## src/rtl/core/rmr_pkg.sv

```systemverilog
// ----------------------------------------------------------------------------
// rmr_pkg
// Shared constants, state types and control structures of the running
// median rate block.
// ----------------------------------------------------------------------------
`timescale 1ns / 1ps
`default_nettype none

package rmr_pkg;

  localparam int DATA_W     = 32;
  localparam int RATE_W     = 20;
  localparam int WINDOW_DEF = 32;

  localparam logic [DATA_W-1:0] RATE_SCALE = 32'd1000000;

  typedef enum logic [2:0] {
    ST_IDLE,
    ST_RING,
    ST_MERGE_GO,
    ST_MERGE_WAIT,
    ST_DIV_GO,
    ST_DIV_WAIT,
    ST_FINISH
  } top_state_t;

  typedef enum logic [1:0] {
    MG_IDLE,
    MG_READ,
    MG_EXAMINE,
    MG_TAIL
  } merge_state_t;

  typedef struct packed {
    logic start;
    logic drop;
  } merge_ctl_t;

endpackage

`default_nettype wire

```

## src/rtl/core/running_median_rate.sv

```systemverilog
// ----------------------------------------------------------------------------
// running_median_rate
// Frame rate from the running upper median of the last WINDOW frame times.
// ----------------------------------------------------------------------------
// A frame time of zero goes straight to the finish state, is offered as a
// rate of zero and changes nothing. A nonzero frame time enters a ring of
// WINDOW entries and a sorted copy of the window, which is rebuilt by one
// streaming pass that reads and then examines each stored entry through a
// simple dual-port memory; the rounded quotient (1000000 + median/2) / median
// then comes from a restoring divider at one bit per cycle. The block takes
// no new transaction until the result has been placed in the output register.
// No clearing pass is needed after reset.
// ----------------------------------------------------------------------------
`timescale 1ns / 1ps
`default_nettype none

module running_median_rate #(
  parameter int WINDOW = rmr_pkg::WINDOW_DEF
) (
  input  wire logic                       clk,
  input  wire logic                       rst,
  input  wire logic                       sample_valid,
  output logic                            sample_ready,
  input  wire logic [rmr_pkg::DATA_W-1:0] frame_time_us,
  output logic                            rate_valid,
  input  wire logic                       rate_ready,
  output logic [rmr_pkg::RATE_W-1:0]      rate_per_second
);

  localparam int CW = $clog2(WINDOW + 1);
  localparam int AW = (WINDOW > 1) ? $clog2(WINDOW) : 1;

  rmr_pkg::top_state_t state, state_next;

  logic [rmr_pkg::DATA_W-1:0] sample;
  logic [AW-1:0]              slot;
  logic [CW-1:0]              fill;
  logic                       full;
  logic [rmr_pkg::DATA_W-1:0] ring_mem [WINDOW];
  logic [rmr_pkg::DATA_W-1:0] ring_q;
  logic [rmr_pkg::RATE_W-1:0] result;

  rmr_pkg::merge_ctl_t        merge_ctl;
  logic                       merge_done;
  logic [rmr_pkg::DATA_W-1:0] median;
  logic                       div_start;
  logic                       div_done;
  logic [rmr_pkg::DATA_W-1:0] dividend;
  logic [rmr_pkg::RATE_W-1:0] quotient;
  logic                       accept;
  logic                       out_load;

  assign full     = (fill == CW'(WINDOW));
  assign accept   = sample_valid && sample_ready;
  assign dividend = rmr_pkg::RATE_SCALE + {1'b0, median[rmr_pkg::DATA_W-1:1]};

  rmr_merge #(
    .WINDOW (WINDOW)
  ) u_merge (
    .clk     (clk),
    .rst     (rst),
    .ctl     (merge_ctl),
    .n_old   (fill),
    .old_val (ring_q),
    .new_val (sample),
    .done    (merge_done),
    .median  (median)
  );

  rmr_divider u_div (
    .clk      (clk),
    .rst      (rst),
    .start    (div_start),
    .dividend (dividend),
    .divisor  (median),
    .done     (div_done),
    .quotient (quotient)
  );

  // The ring read returns the entry about to be overwritten.
  always_ff @(posedge clk) begin
    if (state == rmr_pkg::ST_RING) begin
      ring_q         <= ring_mem[slot];
      ring_mem[slot] <= sample;
    end
  end

  always_ff @(posedge clk) begin
    if (rst) begin
      state      <= rmr_pkg::ST_IDLE;
      slot       <= '0;
      fill       <= '0;
      rate_valid <= 1'b0;
    end else begin
      state <= state_next;
      if (state == rmr_pkg::ST_MERGE_GO) begin
        slot <= (slot == AW'(WINDOW - 1)) ? '0 : slot + 1'b1;
        if (!full) begin
          fill <= fill + 1'b1;
        end
      end
      if (out_load) begin
        rate_valid <= 1'b1;
      end else if (rate_ready) begin
        rate_valid <= 1'b0;
      end
    end
  end

  always_ff @(posedge clk) begin
    if (accept) begin
      sample <= frame_time_us;
      result <= '0;
    end else if (state == rmr_pkg::ST_DIV_WAIT && div_done) begin
      result <= quotient;
    end
    if (out_load) begin
      rate_per_second <= result;
    end
  end

  always_comb begin
    state_next      = state;
    sample_ready    = 1'b0;
    merge_ctl.start = 1'b0;
    merge_ctl.drop  = full;
    div_start       = 1'b0;
    out_load        = 1'b0;
    case (state)
      rmr_pkg::ST_IDLE: begin
        sample_ready = 1'b1;
        if (sample_valid) begin
          state_next = (frame_time_us == '0) ? rmr_pkg::ST_FINISH : rmr_pkg::ST_RING;
        end
      end
      rmr_pkg::ST_RING: begin
        state_next = rmr_pkg::ST_MERGE_GO;
      end
      rmr_pkg::ST_MERGE_GO: begin
        merge_ctl.start = 1'b1;
        state_next      = rmr_pkg::ST_MERGE_WAIT;
      end
      rmr_pkg::ST_MERGE_WAIT: begin
        if (merge_done) begin
          state_next = rmr_pkg::ST_DIV_GO;
        end
      end
      rmr_pkg::ST_DIV_GO: begin
        div_start  = 1'b1;
        state_next = rmr_pkg::ST_DIV_WAIT;
      end
      rmr_pkg::ST_DIV_WAIT: begin
        if (div_done) begin
          state_next = rmr_pkg::ST_FINISH;
        end
      end
      rmr_pkg::ST_FINISH: begin
        if (!rate_valid || rate_ready) begin
          out_load   = 1'b1;
          state_next = rmr_pkg::ST_IDLE;
        end
      end
      default: begin
        state_next = rmr_pkg::ST_IDLE;
      end
    endcase
  end

endmodule

`default_nettype wire

```

## src/rtl/core/rmr_divider.sv

```systemverilog
// ----------------------------------------------------------------------------
// rmr_divider
// Restoring divider with one shared subtract and compare unit, one quotient
// bit per cycle.
// ----------------------------------------------------------------------------
`timescale 1ns / 1ps
`default_nettype none

module rmr_divider (
  input  wire logic                       clk,
  input  wire logic                       rst,
  input  wire logic                       start,
  input  wire logic [rmr_pkg::DATA_W-1:0] dividend,
  input  wire logic [rmr_pkg::DATA_W-1:0] divisor,
  output logic                            done,
  output logic [rmr_pkg::RATE_W-1:0]      quotient
);

  localparam int CNT_W = $clog2(rmr_pkg::DATA_W);

  logic                       busy;
  logic [CNT_W-1:0]           cnt;
  logic [rmr_pkg::DATA_W-1:0] rem;
  logic [rmr_pkg::DATA_W-1:0] dvd;
  logic [rmr_pkg::DATA_W-1:0] dsr;
  logic [rmr_pkg::DATA_W:0]   rem_sh;
  logic [rmr_pkg::DATA_W:0]   rem_sub;
  logic                       ge;

  always_comb begin
    rem_sh  = {rem, dvd[rmr_pkg::DATA_W-1]};
    rem_sub = rem_sh - {1'b0, dsr};
    ge      = (rem_sh >= {1'b0, dsr});
  end

  always_ff @(posedge clk) begin
    if (rst) begin
      busy <= 1'b0;
      done <= 1'b0;
      cnt  <= '0;
    end else begin
      done <= 1'b0;
      if (start) begin
        busy <= 1'b1;
        cnt  <= '0;
      end else if (busy) begin
        cnt <= cnt + 1'b1;
        if (cnt == CNT_W'(rmr_pkg::DATA_W - 1)) begin
          busy <= 1'b0;
          done <= 1'b1;
        end
      end
    end
  end

  // The quotient bits shift in behind the dividend bits as they are consumed.
  always_ff @(posedge clk) begin
    if (start) begin
      rem <= '0;
      dvd <= dividend;
      dsr <= divisor;
    end else if (busy) begin
      rem <= ge ? rem_sub[rmr_pkg::DATA_W-1:0] : rem_sh[rmr_pkg::DATA_W-1:0];
      dvd <= {dvd[rmr_pkg::DATA_W-2:0], ge};
    end
  end

  assign quotient = dvd[rmr_pkg::RATE_W-1:0];

endmodule

`default_nettype wire

```

## src/rtl/core/rmr_merge.sv

```systemverilog
// ----------------------------------------------------------------------------
// rmr_merge
// Keeps the window contents as a sorted list in a two-bank memory. Each
// update streams the list from one bank to the other, dropping the evicted
// value and inserting the new one, and captures the upper median on the way.
// ----------------------------------------------------------------------------
`timescale 1ns / 1ps
`default_nettype none

module rmr_merge #(
  parameter int WINDOW = rmr_pkg::WINDOW_DEF
) (
  input  wire logic                       clk,
  input  wire logic                       rst,
  input  wire rmr_pkg::merge_ctl_t        ctl,
  input  wire logic [$clog2(WINDOW+1)-1:0] n_old,
  input  wire logic [rmr_pkg::DATA_W-1:0] old_val,
  input  wire logic [rmr_pkg::DATA_W-1:0] new_val,
  output logic                            done,
  output logic [rmr_pkg::DATA_W-1:0]      median
);

  localparam int CW = $clog2(WINDOW + 1);
  localparam int AW = (WINDOW > 1) ? $clog2(WINDOW) : 1;

  rmr_pkg::merge_state_t state, state_next;

  logic                       bank;
  logic [CW-1:0]              rd;
  logic [CW-1:0]              wr;
  logic [CW-1:0]              n_reg;
  logic [CW-1:0]              k;
  logic [CW-1:0]              n_new;
  logic                       drop_pend;
  logic                       inserted;
  logic [rmr_pkg::DATA_W-1:0] old_r;
  logic [rmr_pkg::DATA_W-1:0] new_r;

  logic [rmr_pkg::DATA_W-1:0] sort_mem [2**(AW+1)];
  logic [rmr_pkg::DATA_W-1:0] rd_data;
  logic [AW:0]                rd_addr;
  logic [AW:0]                wr_addr;

  logic                       we;
  logic [rmr_pkg::DATA_W-1:0] wdata;
  logic                       rd_inc;
  logic                       wr_inc;
  logic                       ins_set;
  logic                       drop_clr;

  assign rd_addr = {bank, rd[AW-1:0]};
  assign wr_addr = {~bank, wr[AW-1:0]};
  assign n_new   = ctl.drop ? n_old : n_old + 1'b1;

  always_ff @(posedge clk) begin
    rd_data <= sort_mem[rd_addr];
    if (we) begin
      sort_mem[wr_addr] <= wdata;
    end
  end

  always_ff @(posedge clk) begin
    if (rst) begin
      state <= rmr_pkg::MG_IDLE;
      bank  <= 1'b0;
    end else begin
      state <= state_next;
      if (state == rmr_pkg::MG_TAIL) begin
        bank <= ~bank;
      end
    end
  end

  always_ff @(posedge clk) begin
    if (state == rmr_pkg::MG_IDLE && ctl.start) begin
      n_reg     <= n_old;
      k         <= n_new >> 1;
      drop_pend <= ctl.drop;
      inserted  <= 1'b0;
      old_r     <= old_val;
      new_r     <= new_val;
      rd        <= '0;
      wr        <= '0;
    end else begin
      if (rd_inc)   rd        <= rd + 1'b1;
      if (wr_inc)   wr        <= wr + 1'b1;
      if (ins_set)  inserted  <= 1'b1;
      if (drop_clr) drop_pend <= 1'b0;
    end
    if (we && wr == k) begin
      median <= wdata;
    end
  end

  always_comb begin
    state_next = state;
    we         = 1'b0;
    wdata      = rd_data;
    rd_inc     = 1'b0;
    wr_inc     = 1'b0;
    ins_set    = 1'b0;
    drop_clr   = 1'b0;
    done       = 1'b0;
    case (state)
      rmr_pkg::MG_IDLE: begin
        if (ctl.start) begin
          state_next = rmr_pkg::MG_READ;
        end
      end
      rmr_pkg::MG_READ: begin
        state_next = (rd == n_reg) ? rmr_pkg::MG_TAIL : rmr_pkg::MG_EXAMINE;
      end
      rmr_pkg::MG_EXAMINE: begin
        state_next = rmr_pkg::MG_READ;
        if (drop_pend && rd_data == old_r) begin
          // The first copy of the evicted value is skipped.
          drop_clr = 1'b1;
          rd_inc   = 1'b1;
        end else if (!inserted && rd_data > new_r) begin
          // The new value goes in ahead; the same element is read again.
          we      = 1'b1;
          wdata   = new_r;
          wr_inc  = 1'b1;
          ins_set = 1'b1;
        end else begin
          we     = 1'b1;
          wr_inc = 1'b1;
          rd_inc = 1'b1;
        end
      end
      rmr_pkg::MG_TAIL: begin
        if (!inserted) begin
          we    = 1'b1;
          wdata = new_r;
        end
        done       = 1'b1;
        state_next = rmr_pkg::MG_IDLE;
      end
      default: begin
        state_next = rmr_pkg::MG_IDLE;
      end
    endcase
  end

endmodule

`default_nettype wire

```

## config.mk

```make
export PLATFORM = sky130hd
export DESIGN_NAME = running_median_rate
export DESIGN_NICKNAME = d
export VERILOG_FILES = /design/src/rtl/core/rmr_pkg.sv /design/src/rtl/core/running_median_rate.sv /design/src/rtl/core/rmr_divider.sv /design/src/rtl/core/rmr_merge.sv
export SDC_FILE = /design/constraint.sdc
export NUM_CORES = 2
export LEC_CHECK = 0
export BUFFER_PORTS_ARGS = -buffer_cell sky130_fd_sc_hd__buf_2
export CORE_MARGIN = 2
export CORE_UTILIZATION = 60
export CTS_CLUSTER_DIAMETER = 40
export DETAILED_ROUTE_END_ITERATION = 6
export MAX_ROUTING_LAYER = met4
export PLACE_DENSITY = 0.76
export SLEW_MARGIN = 30
export SYNTH_ARGS = -nofsm -noshare
export SYNTH_HDL_FRONTEND = slang
export SYNTH_HIERARCHICAL = 1
export SYNTH_SLANG_ARGS = --single-unit
```

## constraint.sdc

```tcl
create_clock -name clk -period 9.5 [get_ports clk]
set_input_delay 1.9 -clock clk [delete_from_list [all_inputs] [get_ports clk]]
set_output_delay 1.9 -clock clk [all_outputs]
set_load 0.02 [all_outputs]
```

After elaboration in Yosys (flattened, before gate mapping):

Memory sizes are Yosys's and may differ from the RTL's. A register that Yosys moved wholly into a read port is not among the register bits.
Cells that the tools add are included.

* memories: 2
* bits of input ports: 36
* bits in writable memories: 3072
* bits in registers: 314
* output and inout bits: 22
* word-level logic and storage cells: 126

* eq/ne operators: 20
* $lt $le $gt $ge: 2
* mux-type cells: 48
* add/subtract/negate cells: 7
* bitwise logic cells: 3
* reduce and logical (&&, ||, !) cells: 19

Memory list
* u_merge.sort_mem: words 64, bits a word 32, rd ports 1, clocked after Yosys merged registers in 1, write ports 1, line rmr_merge.sv:39 `logic [rmr_pkg::DATA_W-1:0] sort_mem [2**(AW+1)];`
* ring_mem: words 32, bits a word 32, rd ports 1, clocked after Yosys merged registers in 1, write ports 1, line running_median_rate.sv:39 `logic [rmr_pkg::DATA_W-1:0] ring_mem [WINDOW];`

Operators by type and width (count)
* 2-to-1 mux 32 bit: 6
* case mux 32 bit (2 select lines): 1
* greater-or-equal comparator 33 x 32 -> 1 bit: 1
* adder 20 x 31 -> 32 bit, first input constant: 1
* equality test 32 bit: 1
* greater-than comparator 32 bit: 1
* zero test 32 bit: 1
* subtractor 32 bit: 1
* 2-to-1 mux 1 bit: 30
* case mux 3 bit (7 select lines): 1
* adder 6 x 1 -> 6 bit, second input constant: 3
* 2-to-1 mux 3 bit: 5
* adder 5 x 1 -> 5 bit, second input constant: 2
* equality test 5 bit, second input constant: 2
* equality test 3 bit, second input constant: 3
* case mux 2 bit (4 select lines): 1
* equality test 3 x 2 -> 1 bit, second input constant: 2
* equality test 6 x 5 -> 1 bit: 1
* equality test 6 bit: 1
* equality test 6 bit, second input constant: 1
* logical AND 1 bit: 6
* 2-to-1 mux 6 bit: 1
* inequality test 2 bit, second input constant: 3
* nonzero test 2 bit: 3
* 16 further kinds: 21

Logic depth before layout (Yosys ltp):

* word-level depth: 6
* gate-level depth with buffers: 12
* gate-level depth less buffers: 11

Modules after synthesis:

The synthesis kept the hierarchy.

By module, submodules not included
* rmr_merge: instances 1, cells each 3420, area each 84099.4 µm², sequential area each 65703.0 µm²
* running_median_rate: instances 1, cells each 2430, area each 43530.5 µm², sequential area each 33972.6 µm²
* rmr_divider: instances 1, cells each 620, area each 6122.1 µm², sequential area each 2702.6 µm²

Least setup slack after synthesis:

No wires, ideal clock.

* path kind: register to register
* start: register, netlist name state[0]
* end: memory ring_mem[14][0] (netlist name), enable pin
* required time: 9039 ps
* data arrival time: 6100 ps
* path buffers: 1
* period minus slack after synthesis: 6561 ps
* stages on the path, launching flop included: 5
* slack: 2939 ps
* library setup time: 461 ps
* path through: dfxtp_1 -> buf_2 -> nor3b_1 -> nand2_1 -> nor3_1

RTL lines (line)
* end, declared: running_median_rate.sv:39

Final worst setup path:

* start: register u_merge/new_r[22] (netlist name)
* end: memory u_merge/sort_mem[36][24] (netlist name) (data pin)

* word-level cells in the longest chain between the ends: 5

RTL lines
* start, declared: line rmr_merge.sv:37 `logic [rmr_pkg::DATA_W-1:0] new_r;`
* start signal, assigned: line rmr_merge.sv:81 `new_r <= new_val;`
* greater-than comparator 32 bit: line rmr_merge.sv:119 `end else if (!inserted && rd_data > new_r) begin`
* logical AND 1 bit: line rmr_merge.sv:119
* 2-to-1 mux 32 bit: line rmr_merge.sv:119
* 2-to-1 mux 32 bit: line rmr_merge.sv:115 `if (drop_pend && rd_data == old_r) begin`
* case mux 32 bit (2 select lines): line rmr_merge.sv:104 `case (state)`
* named net u_merge.wdata (one bit): line rmr_merge.sv:45 `logic [rmr_pkg::DATA_W-1:0] wdata;`
* end, declared: line rmr_merge.sv:39

The timed path passes the listed nets, and every way through them passes these cells.

==> results.cfg <==
[run_status]
status = completed

[timing]
min_period_over_period_pct = 53.8
hold_viol = 0
drv_slew = 0
hold_slack_ns = 0.415
setup_viol = 0
tightest_slew_ns = 1.05
rsz0062_at_grt = false
clock_skew_ns = 0.0862
maxSlewHeadroom_pct = 29.7
period_minus_slack_ns = 5.11
tns_ns = 0
clock.fmax_mhz = 196

[detailed_routing]
drtPass1Iterations = 6
wl_met3_um = 58600
wl_met1_um = 132000
routed_wl_um = 391000
top_layer_used = met4
drtIter0Drc = 13951
wl_per_cell_um = 38.6
drc_errors = 0
via_count = 72765
dr_wl_met2_um = 180000
antenna_left = 0
drt-vias-per-instance = 7.18

[clock_tree]
cts_buffer_depth = 4
path_clk_slew_ns = 0.06
cts-resized-gates = 0
cts_tree = yes
htreeDepth = 5
cts-buffers-inserted = 416
worst_skew_pair.late_latency_ns = 1.02
cts_setup_buffers = 0
cts.sinks = 3450
cts-root-buf = clkbuf_16
cts_hold_buf = 0

[synth]
syn_inst = 6470
syn-cell-area_um2 = 134000
synth_edf_count = 3328
avgSynthCellArea_um2 = 20.7
async_reset_ff_share_pct = 0
synthFlopType = edfxtp_1
ys_seq_elements = 3450
yosysWarnings = 6
synth_cell_types = 85
yosysSeqAreaShare_pct = 76.5
syn_nets = 6584

[grt]
grt_pass1_wl_um = 544000
grt_pass1_vias = 71387
grt_start_max_net_pins = 154
grt_usage_pct = 35.3
overflow = 0
antenna_found_initial = 25

[floorplan]
initial_core_util_pct = 60.3
die-area_um2 = 227000
io-pin-count = 58
die_height_um = 476
row_count = 173
core_area_um2 = 222000
die_w_um = 476

[setup_path]
startpoint_type = flip-flop
path_depth = 11
cp_max_fo = 48
path_class = reg2reg
ff2ff_path_depth = 11
crit_buf_inv = 3
slowest_delay_ns = 0.76
cp_common_cell = buf_4
cp_data_required_time_ns = 10.20
worst_ep_arrival_time_ns = 5.82
critPathCaptureType = flip-flop
cp_top_family = simple AND/OR/NAND/NOR gates
cp_cell_sequence = inv_1 > ha_1 > and4_1 > nor4bb_1 > and3_1 > a31oi_1 > o21ai_0 > a211o_1 > buf_4 > mux2_2 > buf_4
critPathSlowestCell = a211o_1

[power]
power.leakage_uw = 0.0471
vdd_drop_max_mv = 0.211
powerDensity_nw_per_um2 = 241

[place]
dpl.hpwl_um = 190000
portBuffers = 57
gp_congestion = 0.924

[job]
drv_cap = 0

[cells_and_area]
area_growth_pct = 14.4
reg_top3 = u_merge/sort_mem: 2048 flops, ring_mem: 1024 flops
nets = 6914
drive_gt1_share_pct = 25.3
top_register = u_merge/sort_mem
layout.cells.most_common = edfxtp_1
largest_register_ffs = 2048
final_cell_mix = edfxtp_1, mux4_2, mux2i_1, clkbuf_16, o22ai_1

[min_path]
whs_path_depth = 0
hold_path_class = reg2reg
[logic make-up after synthesis]
family	Yosys count	share of synthesized area (%)
AO/OA/AOI/OAI	508	2.48
buffers and inverters	445	1.46
adder cells (fa/ha/maj)	78	0.735
multiplexers	1256	15.7
XOR/XNOR	99	0.648
AND/OR/NAND/NOR	634	2.38
flip-flops	3450	76.5
[metal layers]
layer | track usage [%] | vias to the layer above
met4 | 16.4 | 0
met2 | 51.5 | 6772
li1 | - | 27585
met5 | - | -
met3 | 10.6 | 1200
met1 | 46.2 | 37208
[power breakdown]
group | switching [uW] | internal (uW) | total (uW)
Combinational | 2010 | 1300 | 3310
Sequential | 189 | 17300 | 17500
Clock | 6460 | 9620 | 16100
Total | 8660 | 28300 | 36900
[worst reg2reg max path, stage by stage, from the launching register on]
cell      delay, ns
edfxtp_1       0.40
inv_1          0.07
ha_1           0.35
and4_1         0.29
nor4bb_1       0.69
and3_1         0.27
a31oi_1        0.06
o21ai_0        0.20
a211o_1        0.77
buf_4          0.54
mux2_2         0.64
buf_4          0.52
[cell usage after synthesis (7+ instances only)]
cell      instances  share of area, %
buf_2           119              0.45
a311oi_1         14             0.092
nand4b_1          7             0.046
o22ai_1         256               1.2
nand3b_1          7             0.039
a21oi_1          80              0.30
nand3_1          43              0.16
nand2b_1         10             0.047
mux2i_1         520               3.9
a211oi_1          9             0.051
nor3_1           22             0.082
buf_4            25              0.14
and3_1           16             0.075
o311ai_0          7             0.046
dfxtp_1         122               1.8
nand4_1          48              0.22
a31oi_1          11             0.051
nor2b_1           7             0.033
edfxtp_1       3328                75
inv_1            95              0.27
mux4_2          672                11
o21ai_0          37              0.14
a21o_1           15             0.084
nand2_1         166              0.47
clkbuf_1        155              0.43
nor2_1          165              0.46
buf_1            43              0.12
nor4_1           80              0.37
xnor2_1          65              0.43
xor2_1           34              0.22
and2_1           15             0.070
or3_1             8             0.037
o211ai_1         14             0.079
o31ai_1           7             0.039
mux2_2           64              0.54
ha_1             77              0.72
[final timing paths]
kind / start / endpoint / slack, ns
worst max-delay path: u_merge/new_r[22]$_DFFE_PP_ / u_merge/sort_mem[36][24]$_DFFE_PP_ / 4.39
worst min-delay path: ring_q[1]$_DFFE_PP_ / u_merge/old_r[1]$_DFFE_PP_ / 0.41
worst max register to register: u_merge/new_r[22]$_DFFE_PP_ / u_merge/sort_mem[36][24]$_DFFE_PP_ / 4.39
worst min register to register: ring_q[1]$_DFFE_PP_ / u_merge/old_r[1]$_DFFE_PP_ / 0.41
[layout make-up]
class	instances	area, um2
Clock buffer	473	10900
Fill cell	12676	68900
Clock inverter	278	3070
Timing Repair Buffer	261	2150
Multi-Input combinational cell	2575	30300
Sequential cell	3450	102000
Tap cell	2975	3720
Antenna cell	25	62.6
Inverter	96	362
[metrics by stage]
step	total power, uW	cell area (um2)	cells	utilization [%]	worst slack [ns]
2_1_floorplan	20000	134000	6470	-	2.94
3_3_place_gp	20900	138000	9333	62.4	4.93
3_5_place_dp	21000	139000	9348	62.5	4.81
4_1_cts	36900	153000	10099	68.8	4.61
5_1_grt	37700	153000	10124	68.9	4.39
6_report	36900	153000	10133	68.9	4.39
Note: power is estimated with default switching activity, not from simulation.
